File: src/sv/perceptron_branch_predictor_top_macros.svh
// ----------------------------------------------------------------------------
// Perceptron branch predictor assertion macros
// Shared property wrappers clocked on aclk and disabled while in reset.
// ----------------------------------------------------------------------------
`ifndef PERCEPTRON_BRANCH_PREDICTOR_TOP_MACROS_SVH
`define PERCEPTRON_BRANCH_PREDICTOR_TOP_MACROS_SVH

// Same-cycle implication.
`define PBP_ASSERT_IMP(label, ante, cons) \
    label: assert property (@(posedge aclk) disable iff (!aresetn) (ante) |-> (cons)) \
        else $error("perceptron predictor check failed");

// Next-cycle implication.
`define PBP_ASSERT_NXT(label, ante, cons) \
    label: assert property (@(posedge aclk) disable iff (!aresetn) (ante) |=> (cons)) \
        else $error("perceptron predictor check failed");

`endif

File: src/sv/pbp_ram.sv
// ----------------------------------------------------------------------------
// Generic simple dual-port RAM
// One write port and one read port with registered read data.
// ----------------------------------------------------------------------------
module pbp_ram #(
    parameter int WIDTH = 8,
    parameter int DEPTH = 256
) (
    input  logic                     clk,
    input  logic                     wr_en,
    input  logic [$clog2(DEPTH)-1:0] wr_addr,
    input  logic [WIDTH-1:0]         wr_data,
    input  logic                     rd_en,
    input  logic [$clog2(DEPTH)-1:0] rd_addr,
    output logic [WIDTH-1:0]         rd_data
);

    logic [WIDTH-1:0] mem [DEPTH];

    // A read of the address being written returns the old contents.
    always_ff @(posedge clk) begin
        if (wr_en) begin
            mem[wr_addr] <= wr_data;
        end
        if (rd_en) begin
            rd_data <= mem[rd_addr];
        end
    end

endmodule

File: config.mk
export PLATFORM = sky130hd
export DESIGN_NAME = pbp_ram
export DESIGN_NICKNAME = d
export VERILOG_FILES = /design/src/sv/perceptron_branch_predictor_top_macros.svh /design/src/sv/pbp_ram.sv
export SDC_FILE = /design/constraint.sdc
export NUM_CORES = 2
export LEC_CHECK = 0
export BUFFER_PORTS_ARGS = -buffer_cell sky130_fd_sc_hd__buf_2
export CAP_MARGIN = 10
export CORE_MARGIN = 2
export CORE_UTILIZATION = 55
export CTS_BUF_LIST = sky130_fd_sc_hd__clkbuf_8
export DETAILED_ROUTE_END_ITERATION = 10
export GPL_TIMING_DRIVEN = 0
export PLACE_DENSITY = 0.71
export RECOVER_POWER = 25
export SETUP_SLACK_MARGIN = 0.05
export SYNTH_ARGS = -nofsm -noshare
export SYNTH_HDL_FRONTEND = slang
export SYNTH_SLANG_ARGS = --single-unit
File: constraint.sdc
create_clock -name clk -period 4.7 [get_ports clk]
set_input_delay 0.705 -clock clk [delete_from_list [all_inputs] [get_ports clk]]
set_output_delay 0.705 -clock clk [all_outputs]
set_load 0.005 [all_outputs]
# Yosys cells after proc, flatten, opt, wreduce, memory -nomap -nowiden
# Memories as Yosys holds them, arrays and structs flattened. A register that Yosys moved wholly into a read port is not among the register bits.
# Cells that the tools add are included.
[totals]
reg_bits = 0
ram_bits = 2048
inputBits = 27
out_inout_bits = 8
wordCells = 3
mem_count = 1
[memory_table]
columns = ["name", "depth", "width", "read_ports", "rd_ports_with_merged_regs", "wr", "line", "rtl"]
rows = [
  ["mem", 256, 8, 1, 1, 1, "pbp_ram.sv:18", "logic [WIDTH-1:0] mem [DEPTH];"],
]
[classes]
muxes = 2
[op_table]
columns = ["cell", "count"]
rows = [
  ["two-way mux 1 bit", 2],
]

# Logic depth before layout (Yosys ltp)
[logic_depth]
word_depth = 2
depth_mapped = 11

# Worst setup path after synthesis
# No wires, ideal clock.
[synth_path]
path_kind = "input to register"
from = "input rd_addr[0]"
to = "register rd_data[2], read port of mem, data pin"
setup_ns = 0.269
t_arrival_ns = 2.512
required_time_ns = 4.431
slack_ns = 1.919
path_stages = 9
n_path_buf = 4
path_cell_list = "buf_6 -> buf_12 -> buf_8 -> buf_2 -> mux4_2 -> a22oi_1 -> a21oi_1 -> nor4_1 -> nor4_2"
[synth_rtl]
columns = ["element", "line", "rtl"]
rows = [
  ["from (decl)", "pbp_ram.sv:14", "input logic [$clog2(DEPTH)-1:0] rd_addr,"],
  ["to (decl)", "pbp_ram.sv:15", "output logic [WIDTH-1:0] rd_data"],
]

==> reports/qor.yml <==
fmax_mhz: 218.0
syn_area_per_cell_sq_um: 21.33
cts_inserted_buffers: 339
drtIter0Drc: 7595
grt_start_max_net_pins: 165
utilization_pct: 61.58
post-route-period-util_pct: 97.61
relSlewSlack_pct: -201.4
cp.required_ps: 5420
crit_path_start_kind: "primary input"
synth_warnings: 0
cts.clk_slew.worst_paths_ps: 60
root_buffer: "clkbuf_8"
synth_top_cell_by_area: "edfxtp_1"
setup_violations: 0
nFillCells: 9947
cp.arrival_ps: 5310
worstSkewPairLatency_ps: 1050
dp_hpwl_microns: 152200
die_y_microns: 384.5
grt_usage_pct: 31.89
io_pins: 35
synthFlopType: "edfxtp_1"
netlist.area_leader.share_pct: 77.53
cts_tree: "built"
htree_levels: 5
yosys-top-cells-count: "edfxtp_1, mux4_2, nor2_1"
coreArea_sq_um: 143700
dp.cells: 5683
clockBufferDepth: 4
cp_max_fo: 11
cts_setup_buffers: 0
fin_nets: 4152
ctsHoldBuffers: 0
post_cts_resized: 0
routed_wl_microns: 233500
io_buffers: 27
leakage_nw: 27.71
place_area_sq_um: 82680
drv_cap: 8
drt.antenna.violating_nets: 0
synthCells: 3733
hold_ws_ps: 295.9
power_density_nw_per_um2: 410.6
ys_async_sr_fraction_pct: 0
clock-sinks: 2056
synth_edf_count: 2056
skew_ps: 75.06
synth.distinct_cells: 54
drive_gt1_share_pct: 23.48
grt_pass1_vias: 41510
fp.dieW_microns: 384.5
grt_pass1_wl_microns: 319800
syn_to_final_growth_pct: 11.09
status: "complete, but fails checks"
vias: 42890
worst_pin_slew_ps: 4522
row_count: 139
syn_nets: 3760
synth.cell_area_sq_um: 79640
antenna_found_initial: 19
critPathCaptureType: "register"
post-route-min-period_ps: 4588
fin_area_sq_um: 88470
yosys-top-cells-area: "edfxtp_1, mux4_2, mux2i_1"
finalHoldViolCount: 0
synth-seq-area-share_pct: 77.53
max-vdd-ir-drop_mv: 0.3316
wire_per_inst_microns: 37.16
synth_most_common_cell: "edfxtp_1"
fin_cells: 6282
initial_core_util_pct: 55.44
synth_seq_cells: 2056
route.detailed.drc: 6
hold_path.class: "in -> reg"
drv_slew: 859
first_pass_iters: 9
grt-ovfl-total: 0
critPathKind: "in -> reg"
dieArea_sq_um: 147900
via_per_inst: 6.827
violations: "DRC, capacitance limit, slew limit"
gp_congestion: 0.9848
grt_setup_unrepaired: "no"
[cell type report]
| cell class | count | area (sq um) | area share [%] |
|---|---|---|---|
| timing repair buffer | 51 | 556.8 | 0.6294 |
| clock buffer | 346 | 4762 | 5.383 |
| buffer | 233 | 1473 | 1.665 |
| multi-input combinational | 1442 | 16470 | 18.61 |
| antenna | 17 | 42.54 | 0.04809 |
| sequential | 2056 | 61740 | 69.79 |
| clock inverter | 232 | 1040 | 1.175 |
| tap | 1903 | 2381 | 2.691 |
| inverter | 2 | 7.507 | 0.008486 |
[final timing paths]
path	from	slack [ps]	cells past startpoint	endpoint
min reg2reg	mem[98][7]$_DFFE_PP_	1230	5	rd_data[7]$_DFFE_PP_
max reg2reg	mem[175][1]$_DFFE_PP_	1110	6	rd_data[1]$_DFFE_PP_
max	rd_addr[4]	110	8	rd_data[1]$_DFFE_PP_
min	rd_en	300	1	rd_data[2]$_DFFE_PP_
[worst max-delay path: stages]
cell,delay (ps)
buf_2,140
buf_4,250
clkbuf_1,500
clkbuf_1,560
clkbuf_1,620
a2111oi_1,1200
nor3_1,370
nor4_1,920
[layout by cell type (no fill, tap or decap), types with 5 or more instances in the layout]
master and instances:
mux2i_1 134, buf_6 22, nor4_2 7, clkbuf_8 346, inv_1 107, nand2b_1 8, o221ai_1 46, mux4_2 454
clkinv_1 86, nor2b_1 31, o21ai_0 10, o22a_1 5, a22o_1 8, clkbuf_2 25, nand2_1 33, nor2_1 282
o211ai_1 10, buf_16 10, nand4_1 10, a221oi_1 13, edfxtp_1 2056, a21oi_1 96, o22ai_1 28, buf_8 20
clkbuf_1 96, nor3_1 22, diode_2 17, buf_2 52, a22oi_1 133, buf_1 22, nor4_1 20, buf_4 28
and2_1 6, nand3_1 34, buf_12 8, a211oi_1 16, clkinv_2 31
[metrics by stage]
step / setup slack, ps / power, mW / TNS, ps
2_1_floorplan: 1919 / 21.61 / 0
3_3_place_gp: -1205 / 22.67 / -301560
6_report: 112.5 / 36.33 / 0
5_1_grt: 496.4 / 37.14 / 0
4_1_cts: 583.7 / 36.26 / 0
3_5_place_dp: -519.6 / 22.68 / -2051
[routing by layer]
layer | GRT usage (%) | vias to the layer above | wire (microns)
li1 | - | 16580 | -
met1 | 42.44 | 22150 | 81420
met2 | 46.95 | 3452 | 105000
met3 | 11.24 | 695 | 33140
met4 | 16.37 | 18 | 13600
met5 | 0 | - | 306
[kinds of logic after synthesis]
kind of cell    synth area share, %
buf+inv                       1.829
flops                         77.53
mux                           14.60
simple gates                  2.625
compound gates                3.416
[sequential cells by signal (all words and copies together), names as in the netlist]
name	cells
rd_data	8
mem	2048
[power by group]
part	internal, mW	switching (mW)	total (mW)
clock	7.01	6.93	13.9
sequential	20.3	0.0188	20.3
combinational	0.650	1.47	2.12
(Power assumes the default switching activity.)
