===== config.mk =====
export PLATFORM = sky130hd
export DESIGN_NAME = pbp_row_update
export DESIGN_NICKNAME = d
export VERILOG_FILES = /design/src/sv/perceptron_branch_predictor_top_macros.svh /design/src/sv/pbp_pkg.sv /design/src/sv/pbp_row_update.sv
export SDC_FILE = /design/constraint.sdc
export NUM_CORES = 1
export LEC_CHECK = 0
export BUFFER_PORTS_ARGS = -buffer_cell sky130_fd_sc_hd__buf_4
export CAP_MARGIN = 20
export CORE_MARGIN = 2
export CORE_UTILIZATION = 45
export DETAILED_ROUTE_END_ITERATION = 6
export PLACE_DENSITY_LB_ADDON = 0.1
export SYNTH_ARGS = -nofsm -noshare
export SYNTH_HDL_FRONTEND = slang
export SYNTH_SLANG_ARGS = --single-unit

===== constraint.sdc =====
create_clock -name vclk -period 28.7
set_input_delay 4.305 -clock vclk [all_inputs]
set_output_delay 4.305 -clock vclk [all_outputs]
set_load 0.01 [all_outputs]

===== src/sv/perceptron_branch_predictor_top_macros.svh =====
// ----------------------------------------------------------------------------
// Perceptron branch predictor assertion macros
// Shared property wrappers clocked on aclk and disabled while in reset.
// ----------------------------------------------------------------------------
`ifndef PERCEPTRON_BRANCH_PREDICTOR_TOP_MACROS_SVH
`define PERCEPTRON_BRANCH_PREDICTOR_TOP_MACROS_SVH

// Same-cycle implication.
`define PBP_ASSERT_IMP(label, ante, cons) \
    label: assert property (@(posedge aclk) disable iff (!aresetn) (ante) |-> (cons)) \
        else $error("perceptron predictor check failed");

// Next-cycle implication.
`define PBP_ASSERT_NXT(label, ante, cons) \
    label: assert property (@(posedge aclk) disable iff (!aresetn) (ante) |=> (cons)) \
        else $error("perceptron predictor check failed");

`endif


===== src/sv/pbp_pkg.sv =====
// ----------------------------------------------------------------------------
// Perceptron branch predictor package
// Shared constants, operation codes and status types.
// ----------------------------------------------------------------------------
package pbp_pkg;

    // Default geometry of the weight table.
    localparam int DEF_INDEX_BITS  = 8;
    localparam int DEF_HIST_LEN    = 16;
    localparam int DEF_WEIGHT_BITS = 8;

    // Fixed field widths.
    localparam int PC_W      = 32;
    localparam int THRESH_W  = 8;
    localparam int SUM_OUT_W = 13;

    // Stream payload layout.
    localparam int S_TDATA_W   = 40;
    localparam int S_OUTCOME_B = 32;
    localparam int M_TDATA_W   = 16;

    localparam logic [THRESH_W-1:0] THRESH_RESET = 8'd29;

    // Operation carried in s_tuser.
    typedef enum logic {
        PBP_OP_PREDICT = 1'b0,
        PBP_OP_TRAIN   = 1'b1
    } pbp_op_t;

    // Status handed from the update datapath to the control logic.
    typedef struct packed {
        logic prediction;
        logic train;
        logic changed;
    } pbp_status_t;

endpackage


===== src/sv/pbp_row_update.sv =====
// ----------------------------------------------------------------------------
// Perceptron row datapath
// Dot product of one weight row with the history, training decision and the
// saturating weight update.
// ----------------------------------------------------------------------------
module pbp_row_update #(
    parameter int HIST_LEN    = pbp_pkg::DEF_HIST_LEN,
    parameter int WEIGHT_BITS = pbp_pkg::DEF_WEIGHT_BITS
) (
    input  logic [(HIST_LEN+1)*WEIGHT_BITS-1:0] row_in,
    input  logic [HIST_LEN-1:0]                 history,
    input  pbp_pkg::pbp_op_t                    op,
    input  logic                                outcome,
    input  logic [pbp_pkg::THRESH_W-1:0]        threshold,
    output logic [(HIST_LEN+1)*WEIGHT_BITS-1:0] row_out,
    output logic signed [pbp_pkg::SUM_OUT_W-1:0] sum_out,
    output pbp_pkg::pbp_status_t                status
);

    localparam int ROW_LEN = HIST_LEN + 1;
    localparam int SUM_W   = WEIGHT_BITS + $clog2(ROW_LEN) + 1;
    localparam int ACC_W   = (SUM_W > pbp_pkg::SUM_OUT_W) ? SUM_W : pbp_pkg::SUM_OUT_W;
    localparam int LEAVES  = 1 << $clog2(ROW_LEN);
    localparam logic signed [WEIGHT_BITS-1:0] W_MAX = {1'b0, {(WEIGHT_BITS-1){1'b1}}};
    localparam logic signed [WEIGHT_BITS-1:0] W_MIN = {1'b1, {(WEIGHT_BITS-1){1'b0}}};

    logic signed [ACC_W-1:0] node [2*LEAVES];
    logic signed [ACC_W-1:0] sum;
    logic        [ACC_W-1:0] mag;
    logic                    pred;
    logic                    train;
    logic [ROW_LEN-1:0]      moved;

    // Leaves of the adder tree: bias, then signed history terms, then zeros.
    genvar gi;
    generate
        for (gi = 0; gi < LEAVES; gi++) begin : g_leaf
            if (gi == 0) begin : g_bias
                assign node[LEAVES] = {{(ACC_W-WEIGHT_BITS){row_in[WEIGHT_BITS-1]}},
                                       row_in[WEIGHT_BITS-1:0]};
            end else if (gi < ROW_LEN) begin : g_term
                logic signed [ACC_W-1:0] w_ext;
                assign w_ext = {{(ACC_W-WEIGHT_BITS){row_in[gi*WEIGHT_BITS+WEIGHT_BITS-1]}},
                                row_in[gi*WEIGHT_BITS +: WEIGHT_BITS]};
                assign node[LEAVES+gi] = history[gi-1] ? w_ext : -w_ext;
            end else begin : g_pad
                assign node[LEAVES+gi] = '0;
            end
        end

        // Balanced adder tree toward the root node.
        for (gi = 1; gi < LEAVES; gi++) begin : g_tree
            assign node[gi] = node[2*gi] + node[2*gi+1];
        end
    endgenerate

    assign node[0] = '0;
    assign sum     = node[1];
    assign sum_out = sum[pbp_pkg::SUM_OUT_W-1:0];

    // Prediction and training decision.
    always_comb begin
        pred  = !sum[ACC_W-1] && (sum != '0);
        mag   = sum[ACC_W-1] ? -sum : sum;
        train = (op == pbp_pkg::PBP_OP_TRAIN) &&
                ((pred != outcome) ||
                 (mag <= {{(ACC_W-pbp_pkg::THRESH_W){1'b0}}, threshold}));
    end

    // Saturating one-step move of each weight toward the training target.
    generate
        for (gi = 0; gi < ROW_LEN; gi++) begin : g_upd
            logic signed [WEIGHT_BITS-1:0] w;
            logic                          up;
            logic                          held;
            assign w    = row_in[gi*WEIGHT_BITS +: WEIGHT_BITS];
            assign up   = (gi == 0) ? outcome : (history[(gi == 0) ? 0 : gi-1] == outcome);
            assign held = up ? (w == W_MAX) : (w == W_MIN);
            assign moved[gi] = train && !held;
            assign row_out[gi*WEIGHT_BITS +: WEIGHT_BITS] =
                !moved[gi] ? w : (up ? w + WEIGHT_BITS'(1) : w - WEIGHT_BITS'(1));
        end
    endgenerate

    assign status.prediction = pred;
    assign status.train      = train;
    assign status.changed    = |moved;

endmodule


**Yosys cells after proc, flatten, opt, wreduce, memory -nomap -nowiden**

Index checks and enable logic that the tools add are counted.

- Divide/modulo/power cells: 0
- Multipliers: 0
- Eq/ne operators: 51
- Add/subtract/negate cells: 67
- Muxes and demuxes: 68
- Reductions and logical operators: 40
- Shifts and indexed selects: 0
- Bitwise logic cells: 0
- $lt $le $gt $ge: 1

Operator list:

| cell | count |
|---|---|
| $eq 8x8->1 const B | 34 |
| $mux 8 | 34 |
| $mux 14 | 17 |
| $neg 8->14 | 16 |
| $add 14x14->14 | 15 |
| $add 8x2->8 const B | 17 |
| $sub 8x2->8 const B | 17 |
| $logic_and 1x1->1 | 19 |
| $logic_not 1->1 | 18 |
| $mux 1 | 17 |
| $reduce_or 17->1 | 1 |
| $eq 1x1->1 | 16 |
| $add 8x14->14 | 1 |
| $le 14x8->1 | 1 |
| $neg 14->14 | 1 |
| $reduce_bool 14->1 | 1 |
| $logic_or 1x1->1 | 1 |
| $ne 1x1->1 | 1 |

- Memory bits (read-only): 0
- Register bits: 0
- Output and inout bits: 152
- Memories: 0
- Word-level logic and storage cells: 227
- Latch bits: 0
- RAM bits: 0
- Input bits: 162

**Logic depth before layout (Yosys ltp)**

- Depth after elaboration: 14
- Depth in mapped cells: 40

**Worst setup path before layout**

OpenSTA, ideal clock, no wires.

- Path type: input to output
- From: input port row_in[67]
- To: output port row_out[103]
- Data arrival time: 13.309 ns
- Required time: 24.395 ns
- Cell stages on the path: 37
- Slack: 11.086 ns
- Path buffers: 3
- Cells stage by stage: or4_1 > nor2_1 > nor2_1 > xor2_1 > fa_1 > inv_1 > fa_1 > inv_1 > fa_1 > fa_1 > fa_1 > inv_1 > fa_1 > inv_1 > ha_1 > o21ai_0 > o211a_1 > a211oi_1 > a31oi_1 > o21ai_0 > xnor2_1 > xnor2_2 > clkbuf_1 > mux2_2 > ha_1 > nor2b_1 > o21a_1 > o21ai_0 > a211o_1 > a21oi_1 > nor2b_1 > or4_1 > a31oi_4 > buf_4 > buf_4 > o2111ai_1 > xnor2_1

- Longest elaborated chain between the ends: 14

Ends and longest elaborated chain:

| item | line | RTL |
|---|---|---|
| start: declaration | pbp_row_update.sv:10 | `input logic [(HIST_LEN+1)*WEIGHT_BITS-1:0] row_in,` |
| $neg 8->14 | pbp_row_update.sv:45 | `assign node[LEAVES+gi] = history[gi-1] ? w_ext : -w_ext;` |
| $mux 14 * | pbp_row_update.sv:45 |  |
| $add 14x14->14 * (5 in a row) | pbp_row_update.sv:53 | `assign node[gi] = node[2*gi] + node[2*gi+1];` |
| $neg 14->14 (tied with other cells) | pbp_row_update.sv:64 | `mag = sum[ACC_W-1] ? -sum : sum;` |
| $mux 14 / $logic_and 1x1->1 (equally long branches) | pbp_row_update.sv:64, pbp_row_update.sv:63 |  |
| $le 14x8->1 / $ne 1x1->1 (equally long branches) | pbp_row_update.sv:67, pbp_row_update.sv:66 |  |
| $logic_or 1x1->1 * | pbp_row_update.sv:66 | `((pred != outcome) \|\|` |
| $logic_and 1x1->1 * | pbp_row_update.sv:65 | `train = (op == pbp_pkg::PBP_OP_TRAIN) &&` |
| $logic_and 1x1->1 * | pbp_row_update.sv:79 | `assign moved[gi] = train && !held;` |
| $mux 8 * | pbp_row_update.sv:81 | `!moved[gi] ? w : (up ? w + WEIGHT_BITS'(1) : w - WEIGHT_BITS'(1));` |
| end: declaration | pbp_row_update.sv:15 | `output logic [(HIST_LEN+1)*WEIGHT_BITS-1:0] row_out,` |

Mark *: on every way between the ends. The rest lies on a longest branch, timed or not.

**Final worst setup path**

- From: input port row_in[35]
- To: output port row_out[50]

Same word-level chain as after synthesis.

==> results by group <==
STA
  • Fmax: 53.11 MHz
  • Post-layout min period: 18.83 ns
  • Fin Setup TNS: 0 ns
  • Actual slew at the worst max-slew pin: 1.144 ns
  • Relative slew slack: 22.77%
  • Final Hold Vio Count: 0
  • RSZ-0062 raised after global routing: false
  • Final setup viols: 0
  • Final-report max-slew violation count: 0
  • Final period util: 65.60%

Layout
  • Clkbuf count: 0
  • Post-layout nets: 2588
  • Multi-input logic area: 0.01414 sq mm
  • # diodes: 0
  • FF+latch count: 0
  • Fin util: 53.90%
  • Filler cell count: 3268
  • Synth-to-layout area growth: 17.35%
  • Share of layout cells above drive strength 1: 21.15%
  • Reg area: 0 sq um

Yosys
  • Mapped cell area: 0.01548 sq mm
  • Cell count after synthesis: 1794
  • Yosys cell types: 61
  • Syn Area/Cell: 8.629 sq um
  • Yosys warning total: 0
  • Mapped Nets: 2319
  • Part of the Yosys area used for sequential elements: 0%

CTS
  • Hold_buf cts: 0
  • Post-CTS sizing: 0
  • Post CTS Setup Buffer Count: 0

Floorplanning
  • IO Count: 314
  • Core box area: 0.03370 sq mm
  • Die area: 0.03590 sq mm
  • Die W: 189.5 um
  • Row cnt: 67
  • Die Ht: 189.5 um
  • Initial core utilization: 45.93%

Place
  • Post-DP HPWL: 39.55 mm
  • GPL Wtd Cong: 0.8897
  • Port Buffers: 314

Critical path
  • Startpoint types: input port
  • WP data arrival: 14.52 ns
  • CP peak stage delay: 0.72 ns
  • CP max-delay cell: o21a_2
  • CP Class: in -> out
  • Worst-path maximum fanout: 18
  • Required time worst endpoint: 24.40 ns
  • Most frequent CP cell: fa_1
  • Worst Setup End Kind: output port

Run status
  • Status: completed

Route
  • Via count: 13430
  • Pre-antenna DRT Iters: 6
  • Post-DR wirelength/cell: 17.88 um
  • Violation count after the first detailed-routing iteration: 707
  • DRC: 0
  • Via density: 5.354
  • Post-route ant nets: 0
  • WL final: 44.85 mm

Global route
  • Number of global-route vias before repair: 13650
  • Gr ovfl total: 0
  • GRT Total Usage: 25.00%
  • Initial antenna violation count: 0
  • Largest net degree at the start of global routing: 35
  • First-pass GRT wire length: 72.48 mm

Min path
  • HP Class: in -> out

Job
  • Max-cap viol count: 0
==> per-stage QoR <==
| step | hold WS, ns | instance area [sq um] | setup slack (ns) | std cells |
|---|---|---|---|---|
| detailed placement | 8.951 | 18160 | 9.921 | 2509 |
| floorplan | 8.698 | 15480 | 11.09 | 1794 |
| finish | 8.949 | 18160 | 9.871 | 2509 |
| global route | 8.963 | 18160 | 9.207 | 2509 |
| CTS | 8.951 | 18160 | 9.876 | 2509 |
| global placement | 8.949 | 18160 | 10.09 | 2509 |
==> critical path, delay by kind of cell <==
| family | cells | cell delay [ns] |
|---|---|---|
| AOI/OAI and AO/OA | 11 | 2.57 |
| xor gates and xnor gates | 3 | 0.85 |
| adders and majority gates | 8 | 3.70 |
| buffers and inverters | 6 | 0.89 |
| muxes | 2 | 0.78 |
| and+or+nand+nor | 5 | 1.41 |
==> Yosys cell counts (all sizes together) (2+ instances only) <==
library cell / n / share of area [%]
or2: 2 / 0.081
o2111ai: 17 / 0.96
a21boi: 2 / 0.17
o211ai: 18 / 2.2
ha: 163 / 13
nor2b: 13 / 0.53
a311oi: 6 / 0.34
mux2: 88 / 7.1
or4: 6 / 0.34
a21o: 20 / 0.97
inv: 289 / 7.0
and3: 4 / 0.16
a31oi: 20 / 0.91
nor4: 8 / 0.36
o21bai: 52 / 2.5
nand2: 43 / 1.0
a21oi: 155 / 5.0
o21ai: 33 / 1.1
mux2i: 38 / 2.5
a211oi: 7 / 0.34
clkbuf: 34 / 0.82
xnor2: 215 / 12
o21a: 7 / 0.34
xor2: 72 / 4.1
nor2: 143 / 3.5
nor4b: 4 / 0.23
and4: 17 / 0.96
nand4: 18 / 0.73
and2: 3 / 0.12
buf: 16 / 0.83
nor3: 38 / 1.2
or3: 2 / 0.081
xnor3: 4 / 0.59
nand3: 25 / 0.81
nand2b: 2 / 0.081
fa: 200 / 26
==> cell usage in the layout, fill, tap and decap left out, types with 2 or more instances in the layout <==
cell / instances
nor2b_1: 13
nand2_1: 43
nand4_1: 18
xnor2_1: 214
mux2_2: 59
buf_4: 317
nor4b_1: 4
a311oi_1: 6
and3_1: 4
and2_1: 3
o2111ai_1: 17
o211ai_2: 4
mux2_4: 29
xnor3_1: 3
o211ai_4: 13
a21o_1: 20
a21oi_1: 155
nor4_1: 7
mux2i_1: 38
o21bai_1: 52
or4_4: 2
or4_1: 4
and4_1: 17
ha_1: 163
fa_1: 200
o21ai_0: 32
a211oi_1: 7
or3_1: 2
nand3_1: 25
or2_2: 2
inv_1: 289
o21a_1: 6
xor2_1: 72
a31oi_1: 19
nor2_1: 143
nand2b_1: 2
nor3_1: 38
==> per-layer routing <==
metal	GRT usage [%]	routed length, um	vias to the layer above
met1	35.82	20530	6472
met4	2.564	505	0
met2	41.79	20770	404
met5	0	0	-
li1	-	-	6535
met3	2.984	3048	22
==> path summary, 6_finish.rpt <==
path | to | start | cells after the start
max | row_out[50] | row_in[35] | 35
min | row_out[128] | row_in[128] | 3
==> cells by family after synthesis <==
family          Yosys count  synth area share, %
mux                     126                9.562
compound gates          347                15.64
simple gates            328                10.22
fa+ha+maj               363                39.04
buf+inv                 339                8.665
xor+xnor                291                16.88
==> final cells by class <==
class / instances / share of cell area, %
multi-input cells: 1455 / 77.84
well taps: 448 / 3.086
inverters: 289 / 5.972
repair buffers: 317 / 13.10
Power is left out: the tool's default activity adds up to more than one toggle a clock period on the data nets, which glitch-free logic cannot reach.
